$ cat src/hdl/mck_pkg.sv
`timescale 1ns / 1ps

package mck_pkg;

	localparam int DurW = 16;
	localparam int CntW = 3;
	localparam int PatW = 4;
	localparam int AddrW = 4;
	localparam int DataW = 32;

	localparam logic [DurW-1:0] ResetShort = 16'd200;
	localparam logic [DurW-1:0] ResetLong = 16'd600;

	localparam logic [7:0] CodeSpace = 8'd32;
	localparam logic [7:0] CodeUpperA = 8'd65;
	localparam logic [7:0] CodeUpperZ = 8'd90;
	localparam logic [7:0] CodeLowerA = 8'd97;
	localparam logic [7:0] CodeLowerZ = 8'd122;
	localparam logic [7:0] CaseOffset = 8'd32;

	typedef enum logic [1:0] {
		REG_DOT = 2'd0,
		REG_DASH = 2'd1,
		REG_SYM_GAP = 2'd2,
		REG_LET_GAP = 2'd3
	} reg_idx_t;

	typedef enum logic [1:0] {
		STEP_IDLE = 2'd0,
		STEP_TONE = 2'd1,
		STEP_GAP = 2'd2,
		STEP_CLOSE = 2'd3
	} step_t;

	typedef enum logic [1:0] {
		DUR_SYMBOL = 2'd0,
		DUR_SYM_GAP = 2'd1,
		DUR_LET_GAP = 2'd2
	} dur_sel_t;

	// FETCH: wait for a character and dispatch; NEXT: advance on output
	// transaction; LOOP: back to loop_step while symbols remain.
	typedef enum logic [1:0] {
		SEQ_FETCH = 2'd0,
		SEQ_NEXT = 2'd1,
		SEQ_LOOP = 2'd2
	} seq_t;

	typedef struct packed {
		logic emit;
		logic tone;
		logic lamp;
		logic last;
		dur_sel_t dur_sel;
		seq_t seq;
		step_t next_step;
		step_t loop_step;
	} ctrl_t;

	typedef struct packed {
		logic [CntW-1:0] len;
		logic [PatW-1:0] dash;  // bit 0 is the first symbol, 1 = dash
	} morse_t;

	function automatic ctrl_t ucode(input step_t s);
		ctrl_t c;
		unique case (s)
			STEP_IDLE: c = '{emit: 1'b0, tone: 1'b0, lamp: 1'b0, last: 1'b0,
				dur_sel: DUR_SYM_GAP, seq: SEQ_FETCH,
				next_step: STEP_IDLE, loop_step: STEP_IDLE};
			STEP_TONE: c = '{emit: 1'b1, tone: 1'b1, lamp: 1'b1, last: 1'b0,
				dur_sel: DUR_SYMBOL, seq: SEQ_NEXT,
				next_step: STEP_GAP, loop_step: STEP_GAP};
			STEP_GAP: c = '{emit: 1'b1, tone: 1'b0, lamp: 1'b1, last: 1'b0,
				dur_sel: DUR_SYM_GAP, seq: SEQ_LOOP,
				next_step: STEP_CLOSE, loop_step: STEP_TONE};
			STEP_CLOSE: c = '{emit: 1'b1, tone: 1'b0, lamp: 1'b0, last: 1'b1,
				dur_sel: DUR_LET_GAP, seq: SEQ_NEXT,
				next_step: STEP_IDLE, loop_step: STEP_IDLE};
			default: c = '{emit: 1'b0, tone: 1'b0, lamp: 1'b0, last: 1'b0,
				dur_sel: DUR_SYM_GAP, seq: SEQ_FETCH,
				next_step: STEP_IDLE, loop_step: STEP_IDLE};
		endcase
		return c;
	endfunction

	function automatic morse_t morse_lookup(input logic [4:0] idx);
		morse_t m;
		unique case (idx)
			5'd0:  m = '{len: 3'd2, dash: 4'b0010};
			5'd1:  m = '{len: 3'd4, dash: 4'b0001};
			5'd2:  m = '{len: 3'd4, dash: 4'b0101};
			5'd3:  m = '{len: 3'd3, dash: 4'b0001};
			5'd4:  m = '{len: 3'd1, dash: 4'b0000};
			5'd5:  m = '{len: 3'd4, dash: 4'b0100};
			5'd6:  m = '{len: 3'd3, dash: 4'b0011};
			5'd7:  m = '{len: 3'd4, dash: 4'b0000};
			5'd8:  m = '{len: 3'd2, dash: 4'b0000};
			5'd9:  m = '{len: 3'd4, dash: 4'b1110};
			5'd10: m = '{len: 3'd3, dash: 4'b0101};
			5'd11: m = '{len: 3'd4, dash: 4'b0010};
			5'd12: m = '{len: 3'd2, dash: 4'b0011};
			5'd13: m = '{len: 3'd2, dash: 4'b0001};
			5'd14: m = '{len: 3'd3, dash: 4'b0111};
			5'd15: m = '{len: 3'd4, dash: 4'b0110};
			5'd16: m = '{len: 3'd4, dash: 4'b1011};
			5'd17: m = '{len: 3'd3, dash: 4'b0010};
			5'd18: m = '{len: 3'd3, dash: 4'b0000};
			5'd19: m = '{len: 3'd1, dash: 4'b0001};
			5'd20: m = '{len: 3'd3, dash: 4'b0100};
			5'd21: m = '{len: 3'd4, dash: 4'b1000};
			5'd22: m = '{len: 3'd3, dash: 4'b0110};
			5'd23: m = '{len: 3'd4, dash: 4'b1001};
			5'd24: m = '{len: 3'd4, dash: 4'b1101};
			5'd25: m = '{len: 3'd4, dash: 4'b0011};
			default: m = '{len: 3'd1, dash: 4'b0000};
		endcase
		return m;
	endfunction

endpackage

$ cat src/hdl/morse_character_keyer.sv
`timescale 1ns / 1ps

// Morse keyer: each accepted ASCII byte (a-z folded to A-Z) becomes a stream
// of timed segments on the output channel. A letter of n symbols gives, per
// symbol, a tone segment (dot or dash time) and a silent lamp-on symbol gap,
// then a lamp-off letter gap flagged with last. A space gives one symbol gap
// and the letter gap; any other byte is taken and gives nothing. A four-step
// microcode program emits one segment per cycle while the output is ready; the
// next byte is taken only once the letter gap has gone out. Durations are in
// milliseconds and come from the four 16-bit APB registers at 0x0 dot, 0x4
// dash, 0x8 symbol gap, 0xC letter gap (reset 200/600/200/600); write them
// only while the keyer is idle.
module morse_character_keyer (
	input  logic clk,
	input  logic arst_n,
	// APB configuration
	input  logic psel,
	input  logic penable,
	input  logic pwrite,
	input  logic [mck_pkg::AddrW-1:0] paddr,
	input  logic [mck_pkg::DataW-1:0] pwdata,
	output logic [mck_pkg::DataW-1:0] prdata,
	output logic pready,
	// character input
	input  logic in_valid,
	output logic in_ready,
	input  logic [7:0] char_code,
	// segment output
	output logic out_valid,
	input  logic out_ready,
	output logic tone_on,
	output logic lamp_on,
	output logic [mck_pkg::DurW-1:0] duration,
	output logic last
);

	logic [mck_pkg::DurW-1:0] dot_q, dash_q, sym_gap_q, let_gap_q;
	mck_pkg::step_t step_q, step_d;
	mck_pkg::ctrl_t ctrl;
	logic [mck_pkg::CntW-1:0] cnt_q;
	logic [mck_pkg::PatW-1:0] pat_q;
	logic [7:0] upper;
	logic [4:0] letter_off;
	logic is_space, is_letter;
	mck_pkg::morse_t sym;
	logic in_xfer, out_xfer, wr_en;

	// ---- configuration registers ----
	assign pready = 1'b1;
	assign wr_en = psel && penable && pwrite && pready;

	always_ff @(posedge clk or negedge arst_n) begin
		if (!arst_n) begin
			dot_q <= mck_pkg::ResetShort;
			dash_q <= mck_pkg::ResetLong;
			sym_gap_q <= mck_pkg::ResetShort;
			let_gap_q <= mck_pkg::ResetLong;
		end else if (wr_en) begin
			unique case (mck_pkg::reg_idx_t'(paddr[3:2]))
				mck_pkg::REG_DOT: dot_q <= pwdata[mck_pkg::DurW-1:0];
				mck_pkg::REG_DASH: dash_q <= pwdata[mck_pkg::DurW-1:0];
				mck_pkg::REG_SYM_GAP: sym_gap_q <= pwdata[mck_pkg::DurW-1:0];
				mck_pkg::REG_LET_GAP: let_gap_q <= pwdata[mck_pkg::DurW-1:0];
				default: ;
			endcase
		end
	end

	always_comb begin
		unique case (mck_pkg::reg_idx_t'(paddr[3:2]))
			mck_pkg::REG_DOT: prdata = {16'd0, dot_q};
			mck_pkg::REG_DASH: prdata = {16'd0, dash_q};
			mck_pkg::REG_SYM_GAP: prdata = {16'd0, sym_gap_q};
			mck_pkg::REG_LET_GAP: prdata = {16'd0, let_gap_q};
			default: prdata = '0;
		endcase
	end

	// ---- character decode ----
	always_comb begin
		if (char_code >= mck_pkg::CodeLowerA && char_code <= mck_pkg::CodeLowerZ)
			upper = char_code - mck_pkg::CaseOffset;
		else
			upper = char_code;
	end

	assign is_space = (upper == mck_pkg::CodeSpace);
	assign is_letter = (upper >= mck_pkg::CodeUpperA) && (upper <= mck_pkg::CodeUpperZ);
	assign letter_off = 5'(upper - mck_pkg::CodeUpperA);
	assign sym = mck_pkg::morse_lookup(letter_off);

	// ---- sequencer ----
	assign ctrl = mck_pkg::ucode(step_q);
	assign in_ready = (ctrl.seq == mck_pkg::SEQ_FETCH);
	assign in_xfer = in_valid && in_ready;
	assign out_xfer = out_valid && out_ready;

	always_comb begin
		step_d = step_q;
		case (ctrl.seq)
			mck_pkg::SEQ_FETCH: begin
				if (in_valid) begin
					if (is_space)
						step_d = mck_pkg::STEP_GAP;
					else if (is_letter)
						step_d = mck_pkg::STEP_TONE;
				end
			end
			mck_pkg::SEQ_NEXT: begin
				if (out_ready)
					step_d = ctrl.next_step;
			end
			mck_pkg::SEQ_LOOP: begin
				if (out_ready)
					step_d = (cnt_q > 3'd1) ? ctrl.loop_step : ctrl.next_step;
			end
			default: step_d = mck_pkg::STEP_IDLE;
		endcase
	end

	always_ff @(posedge clk or negedge arst_n) begin
		if (!arst_n) begin
			step_q <= mck_pkg::STEP_IDLE;
		end else begin
			step_q <= step_d;
		end
	end

	// symbol count and dash pattern; a space runs the gap step once
	always_ff @(posedge clk or negedge arst_n) begin
		if (!arst_n) begin
			cnt_q <= '0;
			pat_q <= '0;
		end else if (in_xfer) begin
			cnt_q <= is_space ? 3'd1 : sym.len;
			pat_q <= sym.dash;
		end else if (out_xfer && ctrl.seq == mck_pkg::SEQ_LOOP) begin
			cnt_q <= cnt_q - 3'd1;
			pat_q <= {1'b0, pat_q[mck_pkg::PatW-1:1]};
		end
	end

	// ---- outputs ----
	always_comb begin
		out_valid = ctrl.emit;
		tone_on = ctrl.tone;
		lamp_on = ctrl.lamp;
		last = ctrl.last;
		case (ctrl.dur_sel)
			mck_pkg::DUR_SYMBOL: duration = pat_q[0] ? dash_q : dot_q;
			mck_pkg::DUR_SYM_GAP: duration = sym_gap_q;
			mck_pkg::DUR_LET_GAP: duration = let_gap_q;
			default: duration = sym_gap_q;
		endcase
	end

	// ---- assertions ----
	a_tone_then_gap: assert property (@(posedge clk) disable iff (!arst_n)
		out_valid && out_ready && tone_on |=> out_valid && !tone_on && lamp_on && !last)
		else $error("tone segment not followed by symbol gap");

	a_last_then_idle: assert property (@(posedge clk) disable iff (!arst_n)
		out_valid && out_ready && last |=> in_ready && !out_valid)
		else $error("keyer not idle after closing gap");

	a_letter_starts_tone: assert property (@(posedge clk) disable iff (!arst_n)
		in_valid && in_ready && is_letter |=> out_valid && tone_on)
		else $error("letter did not start with a tone segment");

	a_count_live: assert property (@(posedge clk) disable iff (!arst_n)
		(step_q == mck_pkg::STEP_TONE || step_q == mck_pkg::STEP_GAP) |-> cnt_q != 3'd0)
		else $error("symbol count empty inside a character");

	a_no_overlap: assert property (@(posedge clk) disable iff (!arst_n)
		!(in_ready && out_valid))
		else $error("input taken while segments pending");

endmodule

$ cat config.mk
export PLATFORM = sky130hd
export DESIGN_NAME = morse_character_keyer
export DESIGN_NICKNAME = d
export VERILOG_FILES = /design/src/hdl/mck_pkg.sv /design/src/hdl/morse_character_keyer.sv
export SDC_FILE = /design/constraint.sdc
export NUM_CORES = 1
export LEC_CHECK = 0
export ABC_AREA = 1
export BUFFER_PORTS_ARGS = -buffer_cell sky130_fd_sc_hd__buf_4
export CORE_MARGIN = 1
export CORE_UTILIZATION = 30
export DETAILED_ROUTE_END_ITERATION = 7
export PLACE_DENSITY = 0.46
export SETUP_SLACK_MARGIN = 0.5
export SLEW_MARGIN = 10
export SYNTH_ARGS = -nofsm -noshare
export SYNTH_HDL_FRONTEND = slang
export SYNTH_SLANG_ARGS = --single-unit
$ cat constraint.sdc
create_clock -name clk -period 4.65 [get_ports clk]
set_clock_uncertainty 0.1 [all_clocks]
set_input_delay 0.93 -clock clk [delete_from_list [all_inputs] [get_ports clk]]
set_output_delay 0.93 -clock clk [all_outputs]
set_load 0.005 [all_outputs]
==> flow_metrics.env, run 1 <==
export IMPL_rr_worst_depth=7
export IMPL_slew_viol_final=0
export IMPL_swShare_pct=36.2
export IMPL_syn_instance_count=605
export IMPL_crit_cells=6
export IMPL_dieHeight_um=125
export IMPL_intPower_mw=1.74
export IMPL_antenna_cells=0
export IMPL_peakVddDrop_mv=0.243
export IMPL_combinationalPowerShare_pct=37.9
export IMPL_yosysMostFrequentCell="nand2_1"
export IMPL_crit_top_cell="buf_4"
export IMPL_power_leakage_nw=2.62
export IMPL_antenna_found_initial=0
export IMPL_clkPwrFrac_pct=28.1
export IMPL_rrSetupSlack_ps=2730
export IMPL_grt_ovfl_total=0
export IMPL_hold_buffers=0
export IMPL_drtIter0Drc=435
export IMPL_p_switching_mw=0.985
export IMPL_rr_endpoint="pat_q[3]"
export IMPL_synth_top_cells_by_area="dfrtp_1 (33%), nand2_1 (15%), o21ai_0 (10%)"
export IMPL_cts_tree="built"
export IMPL_timing_final_crit_share_pct=73.2
export IMPL_wl_per_cell_um=15.7
export IMPL_yosys_area_top_type="dfrtp_1"
export IMPL_dpl_hpwl_um=8670
export IMPL_grt_pass1_vias=4082
export IMPL_fin_nets=730
export IMPL_place_congestion=0.819
export IMPL_synth_main_ff_cell="dfrtp_1"
export IMPL_die_area_um2=15600
export IMPL_cts_sinks=73
export IMPL_ant_nets=0
export IMPL_finalCriticalPeriod_ps=3400
export IMPL_clk_pin_slew_worst_paths_ps=60
export IMPL_hold_slack_ps=379
export IMPL_port_buffers=69
export IMPL_synthToLayoutAreaGrowth_pct=21.0
export IMPL_cts_resized=0
export IMPL_path_buf_inv=3
export IMPL_finalHoldViolCount=0
export IMPL_clk_latency_ps=330
export IMPL_r2r_start="step_q[0]"
export IMPL_fp_dieW_um=125
export IMPL_critPathRequiredTime_ps=3620
export IMPL_tightest_slew_ps=1090
export IMPL_setup_viol=0
export IMPL_rsz0062_at_grt="false"
export IMPL_seq_power_share_pct=34.0
export IMPL_routed_wirelength_um=13400
export IMPL_hp_class="reg -> reg"
export IMPL_grt_max_degree=74
export IMPL_avgSynthCellArea_um2=7.49
export IMPL_powerDensity_nw_per_um2=497
export IMPL_dr_pass1_iters=7
export IMPL_path_max_fanout=9
export IMPL_ios=105
export IMPL_root_buffer="clkbuf_16"
export IMPL_postCtsSetupRepairBufs=0
export IMPL_slew_headroom_pct=27.2
export IMPL_synth_seq_cells=73
export IMPL_worstSetupStartpointType="input pin"
export IMPL_synth_edf_count=0
export IMPL_startpoint="paddr[2]"
export IMPL_outcome="complete, but fails checks"
export IMPL_dpl_cell_area_um2=5150
export IMPL_synthArstFlopShare_pct=100
export IMPL_synthDistinctLibCells=41
export IMPL_fin_area_um2=5480
export IMPL_worstPathCellList="buf_4, nor2_1, buf_4, nand2_1, nand4_1, buf_4"
export IMPL_path_delay_family="simple AND/OR/NAND/NOR gates"
export IMPL_fmax_ghz=0.294
export IMPL_vias_per_cell=5.01
export IMPL_ys_seq_area_share_pct=40.7
export IMPL_drc_errors=14
export IMPL_slowest_delay_ps=670
export IMPL_drive_above_1_share_pct=19.0
export IMPL_grt_usage_pct=17.8
export IMPL_synth_top_cell_area_share_pct=32.6
export IMPL_crit_path_end_kind="output port"
export IMPL_numCtsBuffers=9
export IMPL_yosys_warnings=0
export IMPL_arrival_ps=2370
export IMPL_failed_checks="DRC"
export IMPL_syn_cell_area_um2=4530
export IMPL_fin_tns_setup_ps=0
export IMPL_synth_commonest_cells="nand2_1 (181), o21ai_0 (94), dfrtp_1 (59), inv_1 (48), nor2_1 (33)"
export IMPL_cp_endpoint="prdata[3]"
export IMPL_cap_violations=0
export IMPL_clk_path_buf_depth=2
export IMPL_grt_pass1_wl_um=21800
export IMPL_core_um2=14600
export IMPL_rows=44
export IMPL_criticalPathCategory="in -> out"
export IMPL_vias=4270
export IMPL_cts_max_level=3
export IMPL_start_util_pct=31.0
export IMPL_critPathSlowestCell="nor2_1"
[per-layer routing]
metal / vias to the layer above / global-route usage, % / wire length [µm]
li1: 2095 / - / -
met4: 0 / 4.88 / 148
met2: 140 / 28.4 / 6170
met3: 17 / 3.82 / 606
met1: 2018 / 24.5 / 6430
met5: - / 0 / 0
[cell usage in the layout, fill, tap and decap left out, types with 15 or more instances in the layout]
cell type,instances
nor2_1,33
o211ai_1,18
buf_4,76
nand3_1,29
dfrtp_1,59
o21ai_0,94
nand2_1,181
inv_1,48
ha_1,15
conb_1,17
[stage by stage]
step / setup slack [ps] / utilization, % / power [mW] / std cells
3_3_place_gp: 1300 / 35.2 / 1.95 / 837
3_5_place_dp: 1270 / 35.2 / 1.97 / 837
6_report: 1250 / 37.4 / 2.72 / 853
5_1_grt: 1150 / 37.4 / 2.93 / 853
2_1_floorplan: 1920 / - / 1.50 / 620
4_1_cts: 1270 / 37.4 / 2.74 / 853
[registers in the layout (all words and copies together), names as in the netlist]
| register | flops |
|---|---|
| dot_q | 16 |
| let_gap_q | 16 |
| step_q | 2 |
| dash_q | 16 |
| sym_gap_q | 16 |
| cnt_q | 3 |
| pat_q | 4 |
[worst min path at each step]
stage | depth (start not counted) | end | slack [ps] | startpoint
detailed placement | 2 | pat_q[1] | 360 | pat_q[1]
finish | 2 | pat_q[1] | 380 | pat_q[1]
global route | 2 | pat_q[1] | 420 | pat_q[1]
floorplan | 2 | pat_q[1] | 340 | pat_q[1]
CTS | 2 | pat_q[1] | 380 | pat_q[1]
global placement | 2 | pat_q[1] | 360 | pat_q[1]
[cell type report]
class,count,area [µm²]
clock buffers,11,253
clock inverters,5,77.6
fillers,1524,9160
inverters,54,204
multi-input cells,450,2300
flip-flops and latches,73,1840
well taps,184,230
repair buffers,76,571
[power groups by stage]
| stage | clock network (mW) | logic (mW) | registers (mW) |
|---|---|---|---|
| after floorplan | 0 | 0.598 | 0.905 |
| after global placement | 0 | 1.02 | 0.929 |
| after detailed placement | 0 | 1.04 | 0.932 |
| after CTS | 0.780 | 1.04 | 0.924 |
| after global routing | 0.813 | 1.17 | 0.947 |
| final | 0.766 | 1.03 | 0.925 |
[kinds of logic (layout without fill, tap and decap cells)]
group | count (synthesis) | count (layout) | share of synthesized area [%]
AO/OA/AOI/OAI | 142 | 142 | 18.3
XOR/XNOR | 2 | 2 | 0.801
adder cells (fa/ha/maj) | 15 | 15 | 4.14
buffers and inverters | 97 | 146 | 9.72
flip-flops | 73 | 73 | 40.7
other | 2 | 17 | 0.166
AND/OR/NAND/NOR | 274 | 274 | 26.2
[worst min-delay path: stages, from the launching register on]
cell,delay [ps]
dfrtp_1,340
nand2_1,50
nand2_1,50
No activity file was read; power rests on OpenSTA's default activity.
==> inputs of run 2 (changes only) <==
- clock period: 4.65 -> 3.4 ns (I/O delays scaled with it)
==> run 2 against run 1 <==
  * The flow still finishes with violations (DRC)
  * Core utilization grew 0.39 points
  * Global-route usage is 0.15 points higher
  * Worst hold slack worse by 1.2 ps
  * Design area is 1.0% higher
  * First-iteration DRC count is 17% lower
  * Die area stayed put
  * Via count is the same
  * Register-to-register slack got worse by 1300 ps
  * Non-clock buffer count is 5 higher
  * Sequential power rose by 37%
  * Largest cell class unchanged
==> flow_metrics.env, run 2 (synthesis gave the netlist of run 1 again) <==
export IMPL_power_leakage_nw=2.64
export IMPL_clk_latency_ps=340
export IMPL_dieHeight_um=125
export IMPL_antenna_cells=0
export IMPL_tightest_slew_ps=955
export IMPL_drc_errors=13
export IMPL_cts_tree="built"
export IMPL_fp_dieW_um=125
export IMPL_crit_top_cell="buf_4"
export IMPL_grt_usage_pct=18.0
export IMPL_worstPathCellList="ha_2, inv_1, buf_4, o221ai_1, buf_4"
export IMPL_vias_per_cell=4.98
export IMPL_intPower_mw=2.41
export IMPL_critPathRequiredTime_ps=2620
export IMPL_cts_sinks=73
export IMPL_hp_class="in -> async"
export IMPL_place_inst=841
export IMPL_seq_power_share_pct=33.5
export IMPL_arrival_ps=2030
export IMPL_slowest_delay_ps=470
export IMPL_layout_setup_ws_ps=592
export IMPL_die_area_um2=15600
export IMPL_finalHoldViolCount=0
export IMPL_rsz0062_at_grt="true"
export IMPL_grt_pass1_vias=4106
export IMPL_dr_pass1_iters=7
export IMPL_finalCriticalPeriod_ps=2810
export IMPL_port_buffers=69
export IMPL_numCtsBuffers=9
export IMPL_fmax_ghz=0.356
export IMPL_path_max_fanout=21
export IMPL_setup_viol=0
export IMPL_place_congestion=0.811
export IMPL_critPathSlowestCell="ha_2"
export IMPL_timing_final_crit_share_pct=82.6
export IMPL_antenna_found_initial=0
export IMPL_clk_path_buf_depth=2
export IMPL_grt_pass1_wl_um=21800
export IMPL_rows=44
export IMPL_powerDensity_nw_per_um2=681
export IMPL_routed_wirelength_um=13300
export IMPL_dr_wl_met3_um=669
export IMPL_ios=105
export IMPL_grt_max_degree=74
export IMPL_slew_headroom_pct=36.4
export IMPL_grt_ovfl_total=0
export IMPL_clk_pin_slew_worst_paths_ps=60
export IMPL_peakVddDrop_mv=0.264
export IMPL_core_um2=14600
export IMPL_dr_wl_met2_um=6000
export IMPL_drtIter0Drc=360
export IMPL_worstSetupStartpointType="register"
export IMPL_ant_nets=0
export IMPL_cts_max_level=3
export IMPL_layout_cells_non_filler=858
export IMPL_final_util_pct=37.8
export IMPL_crit_path_end_kind="output port"
export IMPL_cap_violations=0
export IMPL_vias=4270
export IMPL_combinationalPowerShare_pct=38.5
export IMPL_final_common_cell="nand2_1"
export IMPL_failed_checks="DRC"
export IMPL_highest_layer="met4"
export IMPL_final_cell_mix="nand2_1 (181), o21ai_0 (94), buf_4 (80)"
export IMPL_p_switching_mw=1.36
export IMPL_slew_viol_final=0
export IMPL_dpl_cell_area_um2=5180
export IMPL_fillerInstances=1509
export IMPL_hold_buffers=0
export IMPL_clkPwrFrac_pct=28.0
export IMPL_synthToLayoutAreaGrowth_pct=22.2
export IMPL_dpl_hpwl_um=8780
export IMPL_drt_met1_wl_um=6390
export IMPL_fin_tns_setup_ps=0
export IMPL_place_ws_ps=713
export IMPL_fin_nets=735
export IMPL_wl_per_cell_um=15.6
export IMPL_fin_area_um2=5540
export IMPL_root_buffer="clkbuf_16"
export IMPL_swShare_pct=36.1
export IMPL_outcome="complete, but fails checks"
export IMPL_start_util_pct=31.0
export IMPL_criticalPathCategory="reg -> out"
export IMPL_drive_above_1_share_pct=19.7
-- run 2: changes by cell type in the layout (fill, tap and decap cells not counted) --
cell / previous run / this run
clkinv_2: 3 / 1
inv_1: 48 / 47
clkinvlp_4: 1 / 3
buf_12: 0 / 1
buf_4: 76 / 80
ha_1: 15 / 14
ha_2: 0 / 1
clkbuf_1: 0 / 1
-- run 2: worst paths after layout --
path	startpoint	endpoint	slack [ps]	cells past startpoint
setup / recovery	step_q[0]	duration[14]	590	5
hold / removal	arst_n	let_gap_q[2]	380	1
setup reg to reg	step_q[1]	step_q[1]	1440	10
hold reg to reg	let_gap_q[15]	let_gap_q[15]	380	2
max in group asynchronous	arst_n	dash_q[7]	2190	1
min in group clk	let_gap_q[15]	let_gap_q[15]	380	2
-- run 2: critical path, delay by kind of cell (launching register included) --
| family | cells | cell delay (ps) |
|---|---|---|
| DFF | 1 | 420 |
| buffers and inverters | 3 | 480 |
| adders and majority gates | 1 | 470 |
| AOI/OAI and AO/OA | 1 | 310 |
-- run 2: metal layers --
metal	GRT usage, %	vias to the layer above
met5	0	-
met4	6.74	0
met3	4.08	24
met2	27.6	153
met1	24.7	1987
li1	-	2106
-- run 2: stage by stage --
step,hold slack [ps],power [mW]
6_report,378,3.77
3_5_place_dp,369,2.70
5_1_grt,408,4.04
4_1_cts,384,3.78
3_3_place_gp,362,2.67
2_1_floorplan,284,2.06
-- run 2: power by group through the flow --
| stage | Sequential (mW) | Combinational, mW | Clock, mW |
|---|---|---|---|
| 2_1_floorplan | 1.24 | 0.818 | 0 |
| 3_3_place_gp | 1.27 | 1.40 | 0 |
| 3_5_place_dp | 1.27 | 1.43 | 0 |
| 4_1_cts | 1.26 | 1.43 | 1.08 |
| 5_1_grt | 1.30 | 1.63 | 1.12 |
| 6_report | 1.27 | 1.45 | 1.06 |
-- run 2: timing repair --
action,4_1_cts,5_1_grt
resized for setup,1,1
buffers inserted,0,1
setup endpoints to repair,16,16
-- run 2: final cells by class --
class | instances | area [µm²] | share of cell area (%)
flip-flops and latches | 73 | 1840 | 33.3
repair buffers | 81 | 621 | 11.2
clock buffers | 12 | 256 | 4.63
inverters | 54 | 208 | 3.75
multi-input cells | 450 | 2310 | 41.6
well taps | 184 | 230 | 4.15
clock inverters | 4 | 75.1 | 1.35
==> inputs of run 3 (changes only) <==
- clock period: 3.4 -> 2.8 ns (I/O delays scaled with it)
==> run 3 against run 2 <==
  * The run still ends with DRC left
  * Critical path depth rose by 1
  * Sequential power rose by 21%
  * Clock-buffer cell count did not move
  * Register-to-register slack got worse by 610 ps
  * Total power rose by 20%
  * Cell count rose by 1.4%
  * Flip-flop and latch count did not move
==> flow_metrics.env, run 3 (synthesis gave the netlist of run 1 again) <==
export IMPL_fp_dieW_um=125
export IMPL_drive_above_1_share_pct=22.3
export IMPL_die_area_um2=15600
export IMPL_root_buffer="clkbuf_16"
export IMPL_outcome="complete, but fails checks"
export IMPL_grt_use_met1_pct=24.5
export IMPL_hold_buffers=0
export IMPL_layout_setup_ws_ps=516
export IMPL_dr_pass1_iters=6
export IMPL_rr_endpoint="pat_q[3]"
export IMPL_grt_pass1_vias=4178
export IMPL_rr_worst_depth=9
export IMPL_fin_tns_setup_ps=0
export IMPL_fin_nets=747
export IMPL_startpoint="step_q[0]"
export IMPL_grt_pass1_wl_um=22200
export IMPL_port_buffers=69
export IMPL_final_common_cell="nand2_1"
export IMPL_power_leakage_nw=2.69
export IMPL_slew_headroom_pct=62.3
export IMPL_place_ws_ps=259
export IMPL_cts_max_level=3
export IMPL_setup_viol=0
export IMPL_grt_usage_pct=18.3
export IMPL_rsz0062_at_grt="true"
export IMPL_worstSetupStartpointType="register"
export IMPL_rows=44
export IMPL_busiest_layer="met2"
export IMPL_ios=105
export IMPL_core_um2=14600
export IMPL_cts_sinks=73
export IMPL_critPathRequiredTime_ps=2140
export IMPL_cp_endpoint="duration[7]"
export IMPL_clk_latency_ps=340
export IMPL_drtIter0Drc=285
export IMPL_routed_wirelength_um=13500
export IMPL_place_congestion=0.815
export IMPL_cap_violations=0
export IMPL_vias_per_cell=4.93
export IMPL_path_max_fanout=11
export IMPL_timing_final_crit_share_pct=81.6
export IMPL_crit_path_end_kind="output port"
export IMPL_final_cell_mix="nand2_1 (181), o21ai_0 (89), buf_4 (87)"
export IMPL_grt_ovfl_total=0
export IMPL_grt_max_degree=41
export IMPL_criticalPathCategory="reg -> out"
export IMPL_vias=4289
export IMPL_clk_path_buf_depth=2
export IMPL_synthToLayoutAreaGrowth_pct=25.0
export IMPL_tightest_slew_ps=566
export IMPL_slew_viol_final=0
export IMPL_cts_tree="built"
export IMPL_finalCriticalPeriod_ps=2280
export IMPL_antenna_cells=0
export IMPL_grt_util_met2_pct=29.7
export IMPL_hp_class="in -> async"
export IMPL_r2r_start="step_q[1]"
export IMPL_wl_per_cell_um=15.5
export IMPL_layout_cells_non_filler=870
export IMPL_powerDensity_nw_per_um2=800
export IMPL_failed_checks="DRC"
export IMPL_numCtsBuffers=9
export IMPL_drc_errors=13
export IMPL_met3_usage_pct=4.08
export IMPL_clk_pin_slew_worst_paths_ps=60
export IMPL_peakVddDrop_mv=0.292
export IMPL_place_inst=846
export IMPL_final_util_pct=38.7
export IMPL_dpl_hpwl_um=8770
export IMPL_fmax_ghz=0.438
export IMPL_antenna_found_initial=0
export IMPL_finalHoldViolCount=0
export IMPL_dieHeight_um=125
export IMPL_ant_nets=0
export IMPL_start_util_pct=31.0
export IMPL_arrival_ps=1620
export IMPL_rrSetupSlack_ps=830
run 3: layer usage:
layer  wire length (µm)  up-vias
li1                   -     2136
met1               6220     2014
met2               6250      124
met3                855       15
met4                168        0
met5                  0        -
run 3: worst max-delay path: stages (launching register included):
cell and delay (ps):
dfrtp_2 430, ha_2 220, inv_4 100, buf_12 140, nand3_1 80, o211ai_1 140, buf_4 160
run 3: metrics by stage:
step / hold slack (ps) / power [mW] / instance area, µm²
after floorplan: 164 / 2.50 / 4590
after global placement: 365 / 3.28 / 5230
after detailed placement: 366 / 3.31 / 5230
after CTS: 131 / 4.54 / 5620
after global routing: 143 / 4.88 / 5670
final: 114 / 4.53 / 5670
run 3: worst min-delay path by stage:
| stage | startpoint | endpoint | slack, ps | cells past startpoint |
|---|---|---|---|---|
| floorplan | arst_n | cnt_q[0] | 160 | 0 |
| global placement | pat_q[1] | pat_q[1] | 370 | 2 |
| detailed placement | pat_q[2] | pat_q[2] | 370 | 2 |
| CTS | arst_n | sym_gap_q[2] | 130 | 1 |
| global route | arst_n | sym_gap_q[2] | 140 | 1 |
| finish | arst_n | sym_gap_q[2] | 110 | 1 |
run 3: power by group:
part	internal (mW)	switching (mW)	leakage, nW	total (mW)
Clock	0.625	0.439	0.133	1.06
Sequential	1.34	0.199	0.889	1.54
Combinational	0.881	1.05	1.67	1.93
Total	2.85	1.69	2.69	4.53
run 3: cell type report:
cell class	count	area (µm²)
well taps	184	230
fillers	1563	8980
multi-input cells	450	2340
flip-flops and latches	73	1850
clock inverters	4	30.0
clock buffers	12	246
inverters	54	210
repair buffers	93	763
run 3: timing repair:
item,in CTS,in global routing
resized for setup,17,12
pin swaps,1,6
setup endpoints to repair,16,22
setup buffers,3,3
cloned,2,0
